`config.mk`:
```
export PLATFORM = sky130hd
export DESIGN_NAME = terminal_escape_cursor_engine_unit
export DESIGN_NICKNAME = d
export VERILOG_FILES = /design/src/tecu_pkg.sv /design/src/tecu_cfg_regs.sv /design/src/tecu_parser.sv /design/src/tecu_out_fifo.sv /design/src/terminal_escape_cursor_engine_unit.sv
export SDC_FILE = /design/constraint.sdc
export NUM_CORES = 1
export LEC_CHECK = 0
export BUFFER_PORTS_ARGS = -buffer_cell sky130_fd_sc_hd__clkbuf_2
export CORE_UTILIZATION = 45
export DETAILED_ROUTE_END_ITERATION = 6
export PLACE_DENSITY = 0.65
export SETUP_SLACK_MARGIN = 0.05
export SYNTH_ARGS = -nofsm -noshare
export SYNTH_HDL_FRONTEND = slang
export SYNTH_HIERARCHICAL = 1
export SYNTH_SLANG_ARGS = --single-unit
```
`constraint.sdc`:
```
create_clock -name clk -period 12.5 [get_ports clk]
set_clock_uncertainty 0.05 [all_clocks]
set_input_delay 3.125 -clock clk [delete_from_list [all_inputs] [get_ports clk]]
set_output_delay 3.125 -clock clk [all_outputs]
set_load 0.05 [all_outputs]
```
`src/tecu_pkg.sv`:
```
// ----------------------------------------------------------------------------
// tecu_pkg
// Shared types and constants of the terminal escape cursor engine: render
// command codes, the result item layout, the configuration bundle and the
// size of the result queue.
// ----------------------------------------------------------------------------
package tecu_pkg;

  localparam int POS_W  = 16;
  localparam int CMD_W  = 4;
  localparam int BYTE_W = 8;

  localparam logic [CMD_W-1:0] CMD_DRAW         = 4'd0;
  localparam logic [CMD_W-1:0] CMD_SCROLL_UP    = 4'd1;
  localparam logic [CMD_W-1:0] CMD_SCROLL_DOWN  = 4'd2;
  localparam logic [CMD_W-1:0] CMD_CLEAR_RIGHT  = 4'd3;
  localparam logic [CMD_W-1:0] CMD_CLEAR_LEFT   = 4'd4;
  localparam logic [CMD_W-1:0] CMD_CLEAR_LINE   = 4'd5;
  localparam logic [CMD_W-1:0] CMD_CLEAR_DOWN   = 4'd6;
  localparam logic [CMD_W-1:0] CMD_CLEAR_UP     = 4'd7;
  localparam logic [CMD_W-1:0] CMD_CLEAR_SCREEN = 4'd8;

  // Configuration register indexes (word address bits).
  localparam logic [1:0] REG_SCREEN_W = 2'd0;
  localparam logic [1:0] REG_SCREEN_H = 2'd1;
  localparam logic [1:0] REG_CELL_W   = 2'd2;
  localparam logic [1:0] REG_CELL_H   = 2'd3;

  localparam int ADDR_W = 4;
  localparam int DATA_W = 32;

  localparam int FIFO_DEPTH = 4;
  localparam int PTR_W      = 2;
  localparam int CNT_W      = 3;

  typedef struct packed {
    logic [12:0] screen_w;
    logic [12:0] screen_h;
    logic [5:0]  cell_w;
    logic [5:0]  cell_h;
  } cfg_t;

  typedef struct packed {
    logic [CMD_W-1:0]  command;
    logic [BYTE_W-1:0] glyph;
    logic [POS_W-1:0]  pos_x;
    logic [POS_W-1:0]  pos_y;
    logic              final_res;
  } res_t;

  // Zero, one or two result items produced by one input item.
  typedef struct packed {
    logic [1:0] n;
    res_t       r0;
    res_t       r1;
  } push_t;

endpackage

```
`src/tecu_cfg_regs.sv`:
```
// ----------------------------------------------------------------------------
// tecu_cfg_regs
// APB-style register file holding screen and character cell dimensions.
// ----------------------------------------------------------------------------
module tecu_cfg_regs (
  input  logic                        clk,
  input  logic                        rst,
  input  logic                        psel,
  input  logic                        penable,
  input  logic                        pwrite,
  input  logic [tecu_pkg::ADDR_W-1:0] paddr,
  input  logic [tecu_pkg::DATA_W-1:0] pwdata,
  output logic [tecu_pkg::DATA_W-1:0] prdata,
  output logic                        pready,
  output tecu_pkg::cfg_t              cfg
);

  logic wr_en;

  assign pready = 1'b1;
  assign wr_en  = psel && penable && pwrite;

  always_ff @(posedge clk) begin
    if (rst) begin
      cfg.screen_w <= 13'd640;
      cfg.screen_h <= 13'd480;
      cfg.cell_w   <= 6'd8;
      cfg.cell_h   <= 6'd16;
    end else if (wr_en) begin
      unique case (paddr[3:2])
        tecu_pkg::REG_SCREEN_W: cfg.screen_w <= pwdata[12:0];
        tecu_pkg::REG_SCREEN_H: cfg.screen_h <= pwdata[12:0];
        tecu_pkg::REG_CELL_W:   cfg.cell_w   <= pwdata[5:0];
        tecu_pkg::REG_CELL_H:   cfg.cell_h   <= pwdata[5:0];
        default: ;
      endcase
    end
  end

  always_comb begin
    unique case (paddr[3:2])
      tecu_pkg::REG_SCREEN_W: prdata = {19'd0, cfg.screen_w};
      tecu_pkg::REG_SCREEN_H: prdata = {19'd0, cfg.screen_h};
      tecu_pkg::REG_CELL_W:   prdata = {26'd0, cfg.cell_w};
      tecu_pkg::REG_CELL_H:   prdata = {26'd0, cfg.cell_h};
      default:                prdata = '0;
    endcase
  end

endmodule

```
`src/tecu_parser.sv`:
```
// ----------------------------------------------------------------------------
// tecu_parser
// Input register, escape sequence parser and cursor update. One byte per cycle
// is decoded while the result queue has room; its items are pushed into it.
// ----------------------------------------------------------------------------
module tecu_parser #(
  parameter int NUMBER_BITS = 8,
  parameter int COORD_BITS  = 16
) (
  input  logic                        clk,
  input  logic                        rst,
  input  logic                        data_valid,
  output logic                        data_stall,
  input  logic [tecu_pkg::BYTE_W-1:0] data_byte,
  input  tecu_pkg::cfg_t              cfg,
  input  logic                        room,
  output tecu_pkg::push_t             push
);

  localparam int NB = NUMBER_BITS;
  localparam int C  = COORD_BITS;
  localparam int MW = NB + 6;
  localparam int XW = (C > MW) ? C : MW;
  localparam int SW = ((C > 13) ? C : 13) + 2;
  localparam int AW = NB + 4;

  localparam logic [7:0] CH_BEL   = 8'd7;
  localparam logic [7:0] CH_BS    = 8'd8;
  localparam logic [7:0] CH_LF    = 8'd10;
  localparam logic [7:0] CH_CR    = 8'd13;
  localparam logic [7:0] CH_ESC   = 8'd27;
  localparam logic [7:0] CH_SPACE = 8'h20;
  localparam logic [7:0] CH_POUND = 8'h23;
  localparam logic [7:0] CH_OPAR  = 8'h28;
  localparam logic [7:0] CH_CPAR  = 8'h29;
  localparam logic [7:0] CH_0     = 8'h30;
  localparam logic [7:0] CH_1     = 8'h31;
  localparam logic [7:0] CH_5     = 8'h35;
  localparam logic [7:0] CH_6     = 8'h36;
  localparam logic [7:0] CH_7     = 8'h37;
  localparam logic [7:0] CH_8     = 8'h38;
  localparam logic [7:0] CH_9     = 8'h39;
  localparam logic [7:0] CH_SEMI  = 8'h3B;
  localparam logic [7:0] CH_QUEST = 8'h3F;
  localparam logic [7:0] CH_A     = 8'h41;
  localparam logic [7:0] CH_B     = 8'h42;
  localparam logic [7:0] CH_C     = 8'h43;
  localparam logic [7:0] CH_D     = 8'h44;
  localparam logic [7:0] CH_E     = 8'h45;
  localparam logic [7:0] CH_H     = 8'h48;
  localparam logic [7:0] CH_J     = 8'h4A;
  localparam logic [7:0] CH_K     = 8'h4B;
  localparam logic [7:0] CH_M     = 8'h4D;
  localparam logic [7:0] CH_LBRK  = 8'h5B;
  localparam logic [7:0] CH_LC_C  = 8'h63;
  localparam logic [7:0] CH_LC_F  = 8'h66;

  typedef enum logic [3:0] {
    ST_TEXT, ST_ESC, ST_CSI, ST_OPAREN, ST_CPAREN, ST_POUND, ST_FIVE, ST_SIX,
    ST_NUM, ST_NUM_SEMI, ST_NUM_SEMI_NUM, ST_QUEST, ST_QUEST_NUM, ST_SEMI
  } state_t;

  state_t          parse_state, parse_state_next;
  logic            stage_valid;
  logic [7:0]      byte_q;
  logic [NB-1:0]   first_number, first_number_next;
  logic [NB-1:0]   second_number, second_number_next;
  logic [C-1:0]    cur_x, cur_x_next, cur_y, cur_y_next;
  logic [C-1:0]    saved_x, saved_x_next, saved_y, saved_y_next;

  logic            accept, fire;
  logic            is_digit;
  logic [NB-1:0]   digit;
  logic [C-1:0]    cw, ch;
  logic [XW-1:0]   prod_x, prod_y;
  logic [C-1:0]    mx, my;
  logic [AW-1:0]   acc_first, acc_second;
  logic [NB-1:0]   sat_first, sat_second;
  logic [C-1:0]    x_adv, x_txt, y_txt, y_scr;
  logic            wrap, newline, scroll;
  logic [SW-1:0]   lim_x, lim_y;

  assign accept     = data_valid && !data_stall;
  assign fire       = stage_valid && room;
  assign data_stall = stage_valid && !room;

  assign is_digit = (byte_q >= CH_0) && (byte_q <= CH_9);
  assign digit    = NB'(byte_q[3:0]);
  assign cw       = C'(cfg.cell_w);
  assign ch       = C'(cfg.cell_h);

  // One product for each axis; x uses the second parameter in the
  // row/column positioning state and the first one for relative moves.
  assign prod_x = XW'(cfg.cell_w) *
                  XW'((parse_state == ST_NUM_SEMI_NUM) ? second_number : first_number);
  assign prod_y = XW'(cfg.cell_h) * XW'(first_number);
  assign mx     = prod_x[C-1:0];
  assign my     = prod_y[C-1:0];

  // Decimal accumulation n*10+d, saturating at all ones.
  assign acc_first  = {first_number, 3'b000} + {3'b000, first_number, 1'b0}
                      + AW'(byte_q[3:0]);
  assign acc_second = {second_number, 3'b000} + {3'b000, second_number, 1'b0}
                      + AW'(byte_q[3:0]);
  assign sat_first  = (acc_first[AW-1:NB] != '0) ? {NB{1'b1}} : acc_first[NB-1:0];
  assign sat_second = (acc_second[AW-1:NB] != '0) ? {NB{1'b1}} : acc_second[NB-1:0];

  // Text path: advance, wrap at the right margin, scroll at the bottom.
  assign lim_x   = SW'(cfg.screen_w) - SW'(cfg.cell_w);
  assign lim_y   = SW'(cfg.screen_h) - SW'(cfg.cell_h);
  assign x_adv   = cur_x + cw;
  assign newline = (byte_q == CH_LF);
  assign wrap    = ($signed(SW'(x_adv)) >= $signed(lim_x)) || newline;
  assign x_txt   = wrap ? '0 : x_adv;
  assign y_txt   = wrap ? (cur_y + ch) : cur_y;
  assign scroll  = $signed(SW'(y_txt)) > $signed(lim_y);
  assign y_scr   = y_txt - ch;

  always_comb begin
    parse_state_next   = ST_TEXT;
    first_number_next  = first_number;
    second_number_next = second_number;
    cur_x_next         = cur_x;
    cur_y_next         = cur_y;
    saved_x_next       = saved_x;
    saved_y_next       = saved_y;
    push.n             = 2'd0;
    push.r0.command    = tecu_pkg::CMD_DRAW;
    push.r0.glyph      = '0;
    push.r0.pos_x      = tecu_pkg::POS_W'(cur_x);
    push.r0.pos_y      = tecu_pkg::POS_W'(cur_y);
    push.r0.final_res  = 1'b1;
    push.r1.command    = tecu_pkg::CMD_SCROLL_UP;
    push.r1.glyph      = '0;
    push.r1.pos_x      = tecu_pkg::POS_W'(x_txt);
    push.r1.pos_y      = tecu_pkg::POS_W'(y_txt);
    push.r1.final_res  = 1'b1;

    unique case (parse_state)
      ST_TEXT: begin
        if (byte_q == CH_ESC) begin
          parse_state_next = ST_ESC;
        end else begin
          push.n        = 2'd1;
          push.r0.glyph = (newline || byte_q == CH_CR || byte_q == CH_BS ||
                           byte_q == CH_BEL) ? CH_SPACE : byte_q;
          if (byte_q == CH_BS) begin
            cur_x_next = cur_x - cw;
          end else if (byte_q != CH_BEL) begin
            cur_x_next = x_txt;
            cur_y_next = y_txt;
            if (scroll) begin
              push.n            = 2'd2;
              push.r0.final_res = 1'b0;
              cur_y_next        = y_scr;
            end
          end
        end
      end
      ST_ESC: begin
        case (byte_q)
          CH_LBRK: parse_state_next = ST_CSI;
          CH_OPAR: parse_state_next = ST_OPAREN;
          CH_CPAR: parse_state_next = ST_CPAREN;
          CH_POUND: parse_state_next = ST_POUND;
          CH_5:    parse_state_next = ST_FIVE;
          CH_6:    parse_state_next = ST_SIX;
          CH_D, CH_E: begin
            push.n          = 2'd1;
            push.r0.command = tecu_pkg::CMD_SCROLL_UP;
            cur_y_next      = cur_y - ch;
          end
          CH_M: begin
            push.n          = 2'd1;
            push.r0.command = tecu_pkg::CMD_SCROLL_DOWN;
          end
          CH_7: begin
            saved_x_next = cur_x;
            saved_y_next = cur_y;
          end
          CH_8: begin
            cur_x_next = saved_x;
            cur_y_next = saved_y;
          end
          CH_LC_C: begin
            push.n          = 2'd1;
            push.r0.command = tecu_pkg::CMD_CLEAR_SCREEN;
            cur_x_next      = '0;
            cur_y_next      = '0;
            saved_x_next    = '0;
            saved_y_next    = '0;
          end
          default: ;
        endcase
      end
      ST_CSI: begin
        if (byte_q == CH_QUEST) begin
          parse_state_next = ST_QUEST;
        end else if (byte_q == CH_SEMI) begin
          parse_state_next = ST_SEMI;
        end else if (byte_q == CH_H || byte_q == CH_LC_F) begin
          cur_x_next = '0;
          cur_y_next = '0;
        end else if (byte_q == CH_K) begin
          push.n          = 2'd1;
          push.r0.command = tecu_pkg::CMD_CLEAR_RIGHT;
        end else if (byte_q == CH_J) begin
          push.n          = 2'd1;
          push.r0.command = tecu_pkg::CMD_CLEAR_DOWN;
        end else if (is_digit) begin
          first_number_next = digit;
          parse_state_next  = ST_NUM;
        end
      end
      ST_NUM: begin
        if (byte_q == CH_SEMI) begin
          parse_state_next = ST_NUM_SEMI;
        end else if (byte_q == CH_A) begin
          cur_y_next = cur_y - my;
        end else if (byte_q == CH_B) begin
          cur_y_next = cur_y + my;
        end else if (byte_q == CH_C) begin
          cur_x_next = cur_x + mx;
        end else if (byte_q == CH_D) begin
          cur_x_next = cur_x - mx;
        end else if (byte_q == CH_K || byte_q == CH_J) begin
          // Parameters above two select nothing.
          if (first_number <= NB'(2)) begin
            push.n          = 2'd1;
            push.r0.command = ((byte_q == CH_K) ? tecu_pkg::CMD_CLEAR_RIGHT
                                                : tecu_pkg::CMD_CLEAR_DOWN)
                              + tecu_pkg::CMD_W'(first_number[1:0]);
          end
        end else if (is_digit) begin
          first_number_next = sat_first;
          parse_state_next  = ST_NUM;
        end
      end
      ST_NUM_SEMI: begin
        if (is_digit) begin
          second_number_next = digit;
          parse_state_next   = ST_NUM_SEMI_NUM;
        end
      end
      ST_NUM_SEMI_NUM: begin
        if (byte_q == CH_H || byte_q == CH_LC_F) begin
          // Row and column count from one; a zero wraps below the origin.
          cur_x_next = mx - cw;
          cur_y_next = my - ch;
        end else if (is_digit) begin
          second_number_next = sat_second;
          parse_state_next   = ST_NUM_SEMI_NUM;
        end
      end
      ST_QUEST: begin
        if (byte_q >= CH_1 && byte_q <= CH_9) begin
          first_number_next = digit;
          parse_state_next  = ST_QUEST_NUM;
        end
      end
      ST_SEMI: begin
        if (byte_q == CH_H || byte_q == CH_LC_F) begin
          cur_x_next = '0;
          cur_y_next = '0;
        end
      end
      default: ;
    endcase

    if (!fire) begin
      push.n = 2'd0;
    end
  end

  always_ff @(posedge clk) begin
    if (rst) begin
      stage_valid   <= 1'b0;
      parse_state   <= ST_TEXT;
      first_number  <= '0;
      second_number <= '0;
      cur_x         <= '0;
      cur_y         <= '0;
      saved_x       <= '0;
      saved_y       <= '0;
    end else begin
      if (accept) begin
        stage_valid <= 1'b1;
      end else if (fire) begin
        stage_valid <= 1'b0;
      end
      if (fire) begin
        parse_state   <= parse_state_next;
        first_number  <= first_number_next;
        second_number <= second_number_next;
        cur_x         <= cur_x_next;
        cur_y         <= cur_y_next;
        saved_x       <= saved_x_next;
        saved_y       <= saved_y_next;
      end
    end
    if (accept) begin
      byte_q <= data_byte;
    end
  end

  a_pair_is_draw_then_scroll: assert property (@(posedge clk) disable iff (rst)
    push.n == 2'd2 |-> push.r0.command == tecu_pkg::CMD_DRAW &&
                       push.r1.command == tecu_pkg::CMD_SCROLL_UP &&
                       !push.r0.final_res && push.r1.final_res)
    else $error("two-item push is not a draw followed by a scroll");

  a_push_needs_item: assert property (@(posedge clk) disable iff (rst)
    push.n != 2'd0 |-> stage_valid && room)
    else $error("result pushed without a decoded item");

  a_escape_is_silent: assert property (@(posedge clk) disable iff (rst)
    fire && parse_state == ST_TEXT && byte_q == CH_ESC |=> parse_state == ST_ESC)
    else $error("escape byte did not enter the escape state");

endmodule

```
`src/tecu_out_fifo.sv`:
```
// ----------------------------------------------------------------------------
// tecu_out_fifo
// Small result queue that takes up to two items per cycle and hands out one
// item per cycle on the result channel while result_stall is low.
// ----------------------------------------------------------------------------
module tecu_out_fifo (
  input  logic                             clk,
  input  logic                             rst,
  input  tecu_pkg::push_t                  push,
  output logic                             room,
  output logic                             result_valid,
  input  logic                             result_stall,
  output tecu_pkg::res_t                   head
);

  tecu_pkg::res_t                 mem [tecu_pkg::FIFO_DEPTH];
  logic [tecu_pkg::PTR_W-1:0]     wr_ptr, rd_ptr;
  logic [tecu_pkg::CNT_W-1:0]     count;
  logic                           pop;
  logic [tecu_pkg::PTR_W-1:0]     wr_ptr_1;

  assign result_valid = (count != '0);
  assign pop          = result_valid && !result_stall;
  assign head         = mem[rd_ptr];
  assign wr_ptr_1     = wr_ptr + tecu_pkg::PTR_W'(1);
  // Space for a full pair of items, judged on the registered fill level.
  assign room = (count <= tecu_pkg::CNT_W'(tecu_pkg::FIFO_DEPTH - 2));

  always_ff @(posedge clk) begin
    if (rst) begin
      wr_ptr <= '0;
      rd_ptr <= '0;
      count  <= '0;
    end else begin
      wr_ptr <= wr_ptr + tecu_pkg::PTR_W'(push.n);
      if (pop) begin
        rd_ptr <= rd_ptr + tecu_pkg::PTR_W'(1);
      end
      count <= count + tecu_pkg::CNT_W'(push.n) - tecu_pkg::CNT_W'(pop);
    end
    if (push.n != 2'd0) begin
      mem[wr_ptr] <= push.r0;
    end
    if (push.n == 2'd2) begin
      mem[wr_ptr_1] <= push.r1;
    end
  end

  a_no_overflow: assert property (@(posedge clk) disable iff (rst)
    count <= tecu_pkg::CNT_W'(tecu_pkg::FIFO_DEPTH))
    else $error("result queue overflow");

  a_pair_fits: assert property (@(posedge clk) disable iff (rst)
    push.n != 2'd0 |-> count <= tecu_pkg::CNT_W'(tecu_pkg::FIFO_DEPTH - 2))
    else $error("push into a queue without room for two items");

  a_push_shows: assert property (@(posedge clk) disable iff (rst)
    push.n != 2'd0 && !pop |=> result_valid)
    else $error("pushed item not visible on the result channel");

endmodule

```
`src/terminal_escape_cursor_engine_unit.sv`:
```
// ----------------------------------------------------------------------------
// terminal_escape_cursor_engine_unit
// VT100-style escape parser and pixel cursor engine that turns a byte stream
// into draw, scroll and clear commands.
// ----------------------------------------------------------------------------
// Pipeline: an accepted byte is held in the input register and decoded when
// the result queue has room, and its items are queued for the result channel.
// Throughput: one byte per cycle while the queue has room, one result item per
// cycle unless stalled; a byte that draws and scrolls fills two of four entries.
// Reset: synchronous; parser state, cursor, saved cursor and queue clear, and
// the registers return to a 640 by 480 screen with 8 by 16 cells.
module terminal_escape_cursor_engine_unit #(
  parameter int NUMBER_BITS = 8,
  parameter int COORD_BITS  = 16
) (
  input  logic                        clk,
  input  logic                        rst,
  input  logic                        psel,
  input  logic                        penable,
  input  logic                        pwrite,
  input  logic [tecu_pkg::ADDR_W-1:0] paddr,
  input  logic [tecu_pkg::DATA_W-1:0] pwdata,
  output logic [tecu_pkg::DATA_W-1:0] prdata,
  output logic                        pready,
  input  logic                        data_valid,
  output logic                        data_stall,
  input  logic [7:0]                  data_byte,
  output logic                        result_valid,
  input  logic                        result_stall,
  output logic [3:0]                  command,
  output logic [7:0]                  glyph,
  output logic [15:0]                 pos_x,
  output logic [15:0]                 pos_y,
  output logic                        final_res
);

  tecu_pkg::cfg_t  cfg;
  tecu_pkg::push_t push;
  tecu_pkg::res_t  head;
  logic            room;

  tecu_cfg_regs u_cfg (
    .clk     (clk),
    .rst     (rst),
    .psel    (psel),
    .penable (penable),
    .pwrite  (pwrite),
    .paddr   (paddr),
    .pwdata  (pwdata),
    .prdata  (prdata),
    .pready  (pready),
    .cfg     (cfg)
  );

  tecu_parser #(
    .NUMBER_BITS (NUMBER_BITS),
    .COORD_BITS  (COORD_BITS)
  ) u_parser (
    .clk        (clk),
    .rst        (rst),
    .data_valid (data_valid),
    .data_stall (data_stall),
    .data_byte  (data_byte),
    .cfg        (cfg),
    .room       (room),
    .push       (push)
  );

  tecu_out_fifo u_fifo (
    .clk          (clk),
    .rst          (rst),
    .push         (push),
    .room         (room),
    .result_valid (result_valid),
    .result_stall (result_stall),
    .head         (head)
  );

  assign command   = head.command;
  assign glyph     = head.glyph;
  assign pos_x     = head.pos_x;
  assign pos_y     = head.pos_y;
  assign final_res = head.final_res;

endmodule
```
After elaboration in Yosys (flattened, before gate mapping)
Memories as Yosys holds them, arrays and structs flattened. A register that Yosys moved wholly into a read port is not among the register bits.
Index checks and enable logic that the tools add are counted.

cells by class
  eq/ne operators = 64
  mux-type cells = 108
  add/subtract/negate cells = 23
  shift-type cells = 0
  $lt $le $gt $ge = 7
  multipliers = 2
  bitwise gates (word level) = 0
  reductions and logical operators = 38
  div/mod/pow operators = 0

operators with widths
  cell                                                                   number
  16-bit two-way mux                                                     25
  16-bit one-hot mux with 6 select lines                                 2
  8-bit two-way mux                                                      22
  32-bit one-hot mux with 4 select lines                                 1
  8-bit by 7-bit equality test with 1-bit output, second input constant  12
  16-bit one-hot mux with 2 select lines                                 3
  8-bit by 6-bit equality test with 1-bit output, second input constant  9
  16-bit by 6-bit subtractor with 16-bit output                          4
  4-bit two-way mux                                                      15
  6-bit two-way mux                                                      10
  16-bit one-hot mux with 3 select lines                                 1
  16-bit by 6-bit adder with 16-bit output                               2
  2-bit != test, second input constant                                   15
  4-bit one-hot mux with 7 select lines                                  1
  13-bit by 6-bit subtractor with 14-bit output                          2
  11-bit by 9-bit adder with 12-bit output                               2
  12-bit by 4-bit adder with 12-bit output                               2
  8-bit by 4-bit equality test with 1-bit output, second input constant  3
  8-bit one-hot mux with 3 select lines                                  1
  4-bit equality test, second input constant                             5
  17-bit by 18-bit >= comparator with 1-bit output                       1
  17-bit by 18-bit greater-than comparator with 1-bit output             1
  3-bit one-hot mux with 6 select lines                                  1
  16-bit by 14-bit adder with 16-bit output                              1
  50 further kinds                                                       101

word-level totals
  logic and storage cells = 259
  register bits = 138
  ROM bits = 0
  output and inout bits = 80
  memories = 1
  latch bits = 0
  memory bits (writable) = 180

memories
  memory      words  width  rd ports  clocked after memory_dff  write ports  RTL line             source
  u_fifo.mem  4      45     1         1                         2            tecu_out_fifo.sv:16  tecu_pkg::res_t mem [tecu_pkg::FIFO_DEPTH];

Logic depth before layout (Yosys ltp)
Gate-level depths: netlist (run 1).

  depth after elaboration = 15
  depth in mapped cells = 40
  gate-level depth less buffers = 40

By module
Netlist (run 1), hierarchy kept.

modules (own cells, without submodules)
  module         times used  cells an instance  seq. area each (um2)  area each (um2)
  tecu_parser    1           2084               1941.9                15304.7
  tecu_out_fifo  1           490                5585.4                9297.7
  tecu_cfg_regs  1           201                760.7                 2006.9

Worst setup path after synthesis (run 1)
No wires, ideal clock.

  kind = register to register
  from = register u_cfg/cfg[7] (netlist name)
  to = memory u_fifo/mem[0][0] (netlist name), enable pin
  arrival time = 10.484 ns
  path slack = 1.451 ns
  cell stages (with the launch flop) = 35
  period minus slack after synthesis = 11.049 ns
  path through = dfxtp_1 inv_1 fa_1 a21o_1 a21oi_1 nor2b_1 o21a_1 or2_2 nor3_1 xnor2_1 ha_1 nand4_1 nor3_1 a2111o_1 a311oi_1 a21oi_1 a211oi_2 nand4_1 xnor2_1 ha_1 a21o_1 a21o_1 a21oi_1 nor2b_1 o21ai_0 nand2b_1 a21oi_1 nand2_1 or3_4 nand3_4 buf_6 o21ai_1 a31oi_1 nor2_1 o31ai_1

RTL lines
  what       RTL line
  to (decl)  tecu_out_fifo.sv:16

==> impl_metrics.yaml, run 1 <==
clocking:
  holdBufCountCts: 0
  post_cts_buffers: 0
  cts_made_buffers: 39
  clock_path_buffers: 3
  clk_pin_slew_ns: 0.06
  clock_sinks: 320
  cts_resized: 0
  h-tree-depth: 2
  root_buffer: "clkbuf_16"
  cts_tree: "yes"
  clock_latency_ns: 0.57
yosys:
  yosysMostFrequentCell: "nand2_1"
  synth_common_cells: "251 x nand2_1, 212 x nor2_1, 196 x ha_1"
  postSynth.asyncResetShare_pct: 0
  synth.top_cells.by_area: "edfxtp_1 21%, dfxtp_1 9.9%, ha_1 9.2%"
  synth_cell_types: 97
  synth.area.mux_share_pct: 14.3
  synth-simple-area-share_pct: 16.7
  synthAdderAreaFrac_pct: 14.2
  syn_area_per_cell_sq_um: 9.59
  syn-cell-area_sq_mm: 0.0266
  syn_inst: 2775
  yosysTopAreaCell: "edfxtp_1"
  synthFlopType: "edfxtp_1"
  yosysWarnings: 6
  yosysTopAreaCellShare_pct: 21.2
  synth_top_family_by_area: "simple AND/OR/NAND/NOR gates"
  synth_compound_area_share_pct: 12.5
  synthXorXnorAreaFrac_pct: 5.40
  ys_seq_elements: 320
  synth-seq-area-share_pct: 31.1
  synth-edff-count: 188
timing:
  hold_viol: 0
  setup_viol: 0
  grt_setup_unrepaired: "false"
  holdWs_ns: 0.405
  drv_slew: 0
  setup_tns_ns: 0
  fin_crit_ns: 11.18
  tightest_slew_ns: 1.24
  post-route-period-util_pct: 89.4
  max_freq_ghz: 0.0895
  max_slew_margin_pct: 17.0
run:
  maxCapViolations: 0
placement:
  dp_hpwl_um: 56500
  numPortBuffers: 89
  routabilityCongestion: 0.940
setup_path:
  crit_type: "flip-flop to flip-flop"
  crit_path_end_kind: "flip-flop"
  crit_slowest_cell: "dfxtp_1"
  start_kind: "flip-flop"
  worst_path_dominant_cell_family: "simple AND/OR/NAND/NOR gates"
  max_stage_delay_ns: 0.73
  cp.required_ns: 12.66
  arrival_ns: 11.34
  path_max_fanout: 24
  reg2reg_from: "u_cfg/cfg[6]$_SDFFE_PP0P_"
  reg2reg_depth: 36
  reg2reg_to: "u_fifo/mem[2][20]$_DFFE_PP_"
  reg2reg_slack_ns: 1.32
  cp_num_buf_inv: 2
cells_and_area:
  nets: 3115
  diodes: 0
  synthToLayoutAreaGrowth_pct: 8.56
  drive_gt1_share_pct: 16.4
  fill_cells: 5261
  multi_input_area_sq_mm: 0.0170
  regArea_sq_mm: 0.00829
status:
  outcome: "completed"
floorplanning:
  dieWidth_um: 245
  design.portCount: 131
  rows: 88
  initial_core_util_pct: 45.9
  core_area_sq_mm: 0.0580
  die-height_um: 245
  dieArea_sq_mm: 0.0601
routing:
  vias: 21500
  wl_per_cell_um: 21.4
  drtAntennaViolNets: 0
  drc: 0
  firstDrtPassIters: 5
  vias_per_cell: 5.97
  drt_iter0_drc: 1931
  wirelength_um: 77100
grt:
  grt_pass1_vias: 21200
  grt_start_max_net_pins: 105
  globalRouteTotalUtil_pct: 25.4
  antenna_found_initial: 0
  overflow: 0
  grt_first_pass_wirelength_um: 119000
power_and_ir_drop:
  power_density_mw_per_mm2: 167
  ir_worst_vdd_v: 0.000226
  p_leak_nw: 11.9
min_path:
  whs_endpoint: "u_parser/saved_x[10]$_SDFFE_PP0P_"
  hp-class: "flip-flop to flip-flop"
  worstHoldStart: "u_parser/saved_x[10]$_SDFFE_PP0P_"
  worstHoldPathCells: 2
## power breakdown
group          switching [mW]  internal [mW]
Clock                   0.474          0.700
Sequential              0.185           1.36
Combinational            1.33          0.783
Total                    1.99           2.84
## kinds of logic (layout without fill, tap and decap cells)
kind of cell	Yosys count	in the layout
buf+inv	337	365
fa+ha+maj	262	262
flops	320	320
compound gates	509	509
mux	279	279
simple gates	900	900
xor+xnor	164	164
other cells	4	33
## worst register-to-register path, delay by kind of cell (launching register included)
kind	cells	cell delay, ns
buffers and inverters	2	0.55
XOR/XNOR	2	1.03
flip-flops	1	0.73
AO/OA/AOI/OAI	12	3.28
adder cells (fa/ha/maj)	4	1.43
multiplexers	1	0.14
AND/OR/NAND/NOR	15	3.59
## routing by layer
layer  global-route usage [%]  vias up  share of wire, %
li1                         -     9987                 -
met1                     35.1    10600                45
met2                     41.4      763                46
met3                     3.33      129               6.4
met4                     7.35        0               2.5
met5                        0        -                 0
## layout make-up
cell class                 instances  share of cell area (%)
multi-input combinational       2147                    58.8
sequential                       320                    28.7
clock buffer                      58                    3.83
tap                              765                    3.31
timing repair buffer             126                    2.51
inverter                         168                    2.18
clock inverter                    13                   0.684
## per-stage QoR
stage / setup WS, ns / power (mW) / util (%) / area [sq um] / instances
2_1_floorplan: 1.45 / 3.14 / - / 26700 / 2804
3_3_place_gp: 1.89 / 3.59 / 47.5 / 27600 / 3526
3_5_place_dp: 1.62 / 3.65 / 47.5 / 27600 / 3526
4_1_cts: 1.55 / 4.84 / 49.8 / 28900 / 3597
5_1_grt: 0.683 / 5.07 / 49.8 / 28900 / 3597
6_report: 1.32 / 4.83 / 49.8 / 28900 / 3597
## state kept, by name (all words and copies together) (netlist names), 2 cells and up, named ones only
| name | cells |
|---|---|
| u_fifo/count | 3 |
| u_parser/saved_x | 16 |
| u_parser/second_number | 8 |
| u_fifo/rd_ptr | 2 |
| u_parser/saved_y | 16 |
| u_parser/cur_x | 16 |
| u_fifo/wr_ptr | 2 |
| u_parser/cur_y | 16 |
| u_fifo/mem | 180 |
| u_parser/parse_state | 4 |
| u_cfg/cfg | 38 |
| u_parser/first_number | 8 |
| u_parser/byte_q | 8 |
## how the worst max path moves through the flow
stage                     cells past startpoint                           to                      start  slack [ns]
final                                        36  u_fifo/mem[2][20]$_DFFE_PP_  u_cfg/cfg[6]$_SDFFE_PP0P_        1.32
after detailed placement                     36  u_fifo/mem[2][26]$_DFFE_PP_  u_cfg/cfg[6]$_SDFFE_PP0P_        1.62
after CTS                                    36  u_fifo/mem[2][31]$_DFFE_PP_  u_cfg/cfg[6]$_SDFFE_PP0P_        1.55
after floorplan                              34   u_fifo/mem[0][0]$_DFFE_PP_  u_cfg/cfg[7]$_SDFFE_PP0P_        1.45
after global routing                         36  u_fifo/mem[2][30]$_DFFE_PP_  u_cfg/cfg[6]$_SDFFE_PP0P_        0.68
after global placement                       35  u_fifo/mem[2][26]$_DFFE_PP_  u_cfg/cfg[8]$_SDFFE_PP0P_        1.89
## layout by cell type, fill, tap and decap left out, types with 51 or more instances in the layout
cell,n
nand2_1,250
xnor2_1,105
nand3_1,72
mux2_2,142
mux4_2,51
nand2b_1,65
fa_1,66
dfxtp_1,130
nor3_1,68
xor2_1,59
a21oi_1,157
inv_1,167
o21ai_0,96
ha_1,196
clkbuf_2,88
nor2_1,211
edfxtp_1,188
Power figures use the tool's default switching activity.
==> run 2: changes to the inputs <==
==> constraint.sdc (replaced) <==
create_clock -name clk -period 11.3 [get_ports clk]
set_clock_uncertainty 0.05 [all_clocks]
set_input_delay 2.825 -clock clk [delete_from_list [all_inputs] [get_ports clk]]
set_output_delay 2.825 -clock clk [all_outputs]
set_load 0.05 [all_outputs]
==> run 2 against run 1 <==
Maximum frequency is 6.3% higher. Global-route usage is 0.26 points lower. Sequential power is 11% higher. Hold slack worse by 0.00070 ns. Design area is 0.50% higher. Flip-flop and latch count stayed put. Register-to-register slack worse by 0.54 ns. Critical path depth stayed put. Via count is 0.20% lower. Die area stayed put. Core utilization is 0.25 points higher. Sequential share of layout area is 0.14 points lower. Largest cell class unchanged.
==> impl_metrics.yaml, run 2 (synthesis results as in run 1) <==
status:
  outcome: "completed"
timing:
  max_freq_ghz: 0.0951
  post-route-period-util_pct: 93.1
  setup_slack_ns: 0.781
  grt_setup_unrepaired: "false"
  fin_crit_ns: 10.52
  tightest_slew_ns: 1.31
  max_slew_margin_pct: 12.4
  drv_slew: 0
  setup_tns_ns: 0
  setup_viol: 0
  hold_viol: 0
floorplanning:
  rows: 88
  core_area_sq_mm: 0.0580
  initial_core_util_pct: 45.9
  dieWidth_um: 245
  design.portCount: 131
  die-height_um: 245
  dieArea_sq_mm: 0.0601
clocking:
  h-tree-depth: 2
  holdBufCountCts: 0
  cts_made_buffers: 39
  post_cts_buffers: 0
  cts_tree: "yes"
  clock_sinks: 320
  clock_path_buffers: 3
  root_buffer: "clkbuf_16"
  clk_pin_slew_ns: 0.06
  cts_resized: 0
  clock_latency_ns: 0.57
power_and_ir_drop:
  power.total_mw: 5.40
  ir_worst_vdd_v: 0.000171
  power_density_mw_per_mm2: 186
  p_leak_nw: 12.0
grt:
  grt_pass1_vias: 21100
  grt_first_pass_wirelength_um: 118000
  antenna_found_initial: 0
  grt_start_max_net_pins: 105
  globalRouteTotalUtil_pct: 25.2
  overflow: 0
routing:
  drtAntennaViolNets: 0
  drt_iter0_drc: 1832
  firstDrtPassIters: 6
  wirelength_um: 76200
  vias: 21400
  wl_per_cell_um: 21.2
  vias_per_cell: 5.95
  drc: 0
placement:
  dp_hpwl_um: 55700
  dp_slack_ns: 1.02
  routabilityCongestion: 0.961
  numPortBuffers: 89
  dp.cells: 3529
cells_and_area:
  drive_gt1_share_pct: 16.8
  final_cell_mix: "250 x nand2_1, 211 x nor2_1, 196 x ha_1, 188 x edfxtp_1, 167 x inv_1"
  final_cells: 3600
  final_util_pct: 50.0
  nets: 3118
  diodes: 0
  top_regs: "u_fifo/mem (180), u_cfg/cfg (38)"
  synthToLayoutAreaGrowth_pct: 9.10
  largest_reg_flops: 180
  largest_register: "u_fifo/mem"
  final_common_cell: "nand2_1"
run:
  maxCapViolations: 0
setup_path:
  cp_num_buf_inv: 4
  start_kind: "flip-flop"
  arrival_ns: 10.72
  reg2reg_slack_ns: 0.78
  worst_path_dominant_cell_family: "compound AO/OA/AOI/OAI gates"
  cp.required_ns: 11.50
  crit_slowest_cell: "xor2_1"
  path_max_fanout: 29
  critPathMostFrequentCell: "nor2_1"
  crit_type: "flip-flop to flip-flop"
  crit_path_end_kind: "flip-flop"
  max_stage_delay_ns: 0.75
min_path:
  hp-class: "flip-flop to flip-flop"
-- run 2: cell types whose count changed in the layout (fill, tap and decap cells not counted), sizes merged --
cell	delta
clkinv	+3
buf	+3
bufinv	+1
inv	+1
clkinvlp	+2
clkbuf	-7
-- run 2: layout make-up --
cell class,instances,area (sq um)
multi-input cells,2147,17000
inverters,168,631
clock inverters,20,254
repair buffers,129,798
clock buffers,51,1120
well taps,765,957
flip-flops and latches,320,8290
fillers,5302,29000
-- run 2: worst reg2reg max path: cells and delay by family, from the launching register on --
kind	cells	cell delay [ns]
AOI/OAI and AO/OA	15	4.16
and+or+nand+nor	12	2.37
adders and majority gates	3	1.12
xor gates and xnor gates	2	1.04
buffers and inverters	4	0.83
DFF	1	0.61
-- run 2: routing by layer --
metal / track usage (%) / up-vias / wire, um / part of all wire, %
met2: 41.2 / 798 / 35300 / 46
li1: - / 9986 / - / -
met5: 0 / - / 0 / 0
met1: 34.8 / 10500 / 34100 / 45
met3: 3.50 / 92 / 5300 / 7.0
met4: 6.47 / 0 / 1510 / 2.0
-- run 2: through the flow --
stage,cell area (sq um),hold WS (ns)
6_report,29000,0.405
5_1_grt,29000,0.421
4_1_cts,29000,0.406
3_5_place_dp,27700,0.398
3_3_place_gp,27700,0.388
2_1_floorplan,26700,0.380
-- run 2: path summary, 6_finish.rpt --
| kind | start | endpoint | cells past startpoint |
|---|---|---|---|
| setup / recovery | u_cfg/cfg[8]$_SDFFE_PP0P_ | u_fifo/mem[2][24]$_DFFE_PP_ | 36 |
| hold / removal | u_parser/saved_x[8]$_SDFFE_PP0P_ | u_parser/saved_x[8]$_SDFFE_PP0P_ | 2 |
| setup reg to reg | u_cfg/cfg[8]$_SDFFE_PP0P_ | u_fifo/mem[2][24]$_DFFE_PP_ | 36 |
| hold reg to reg | u_parser/saved_x[8]$_SDFFE_PP0P_ | u_parser/saved_x[8]$_SDFFE_PP0P_ | 2 |
-- run 2: power by group --
part | switching [mW] | internal, mW
logic | 1.47 | 0.878
registers | 0.206 | 1.50
clock network | 0.531 | 0.819
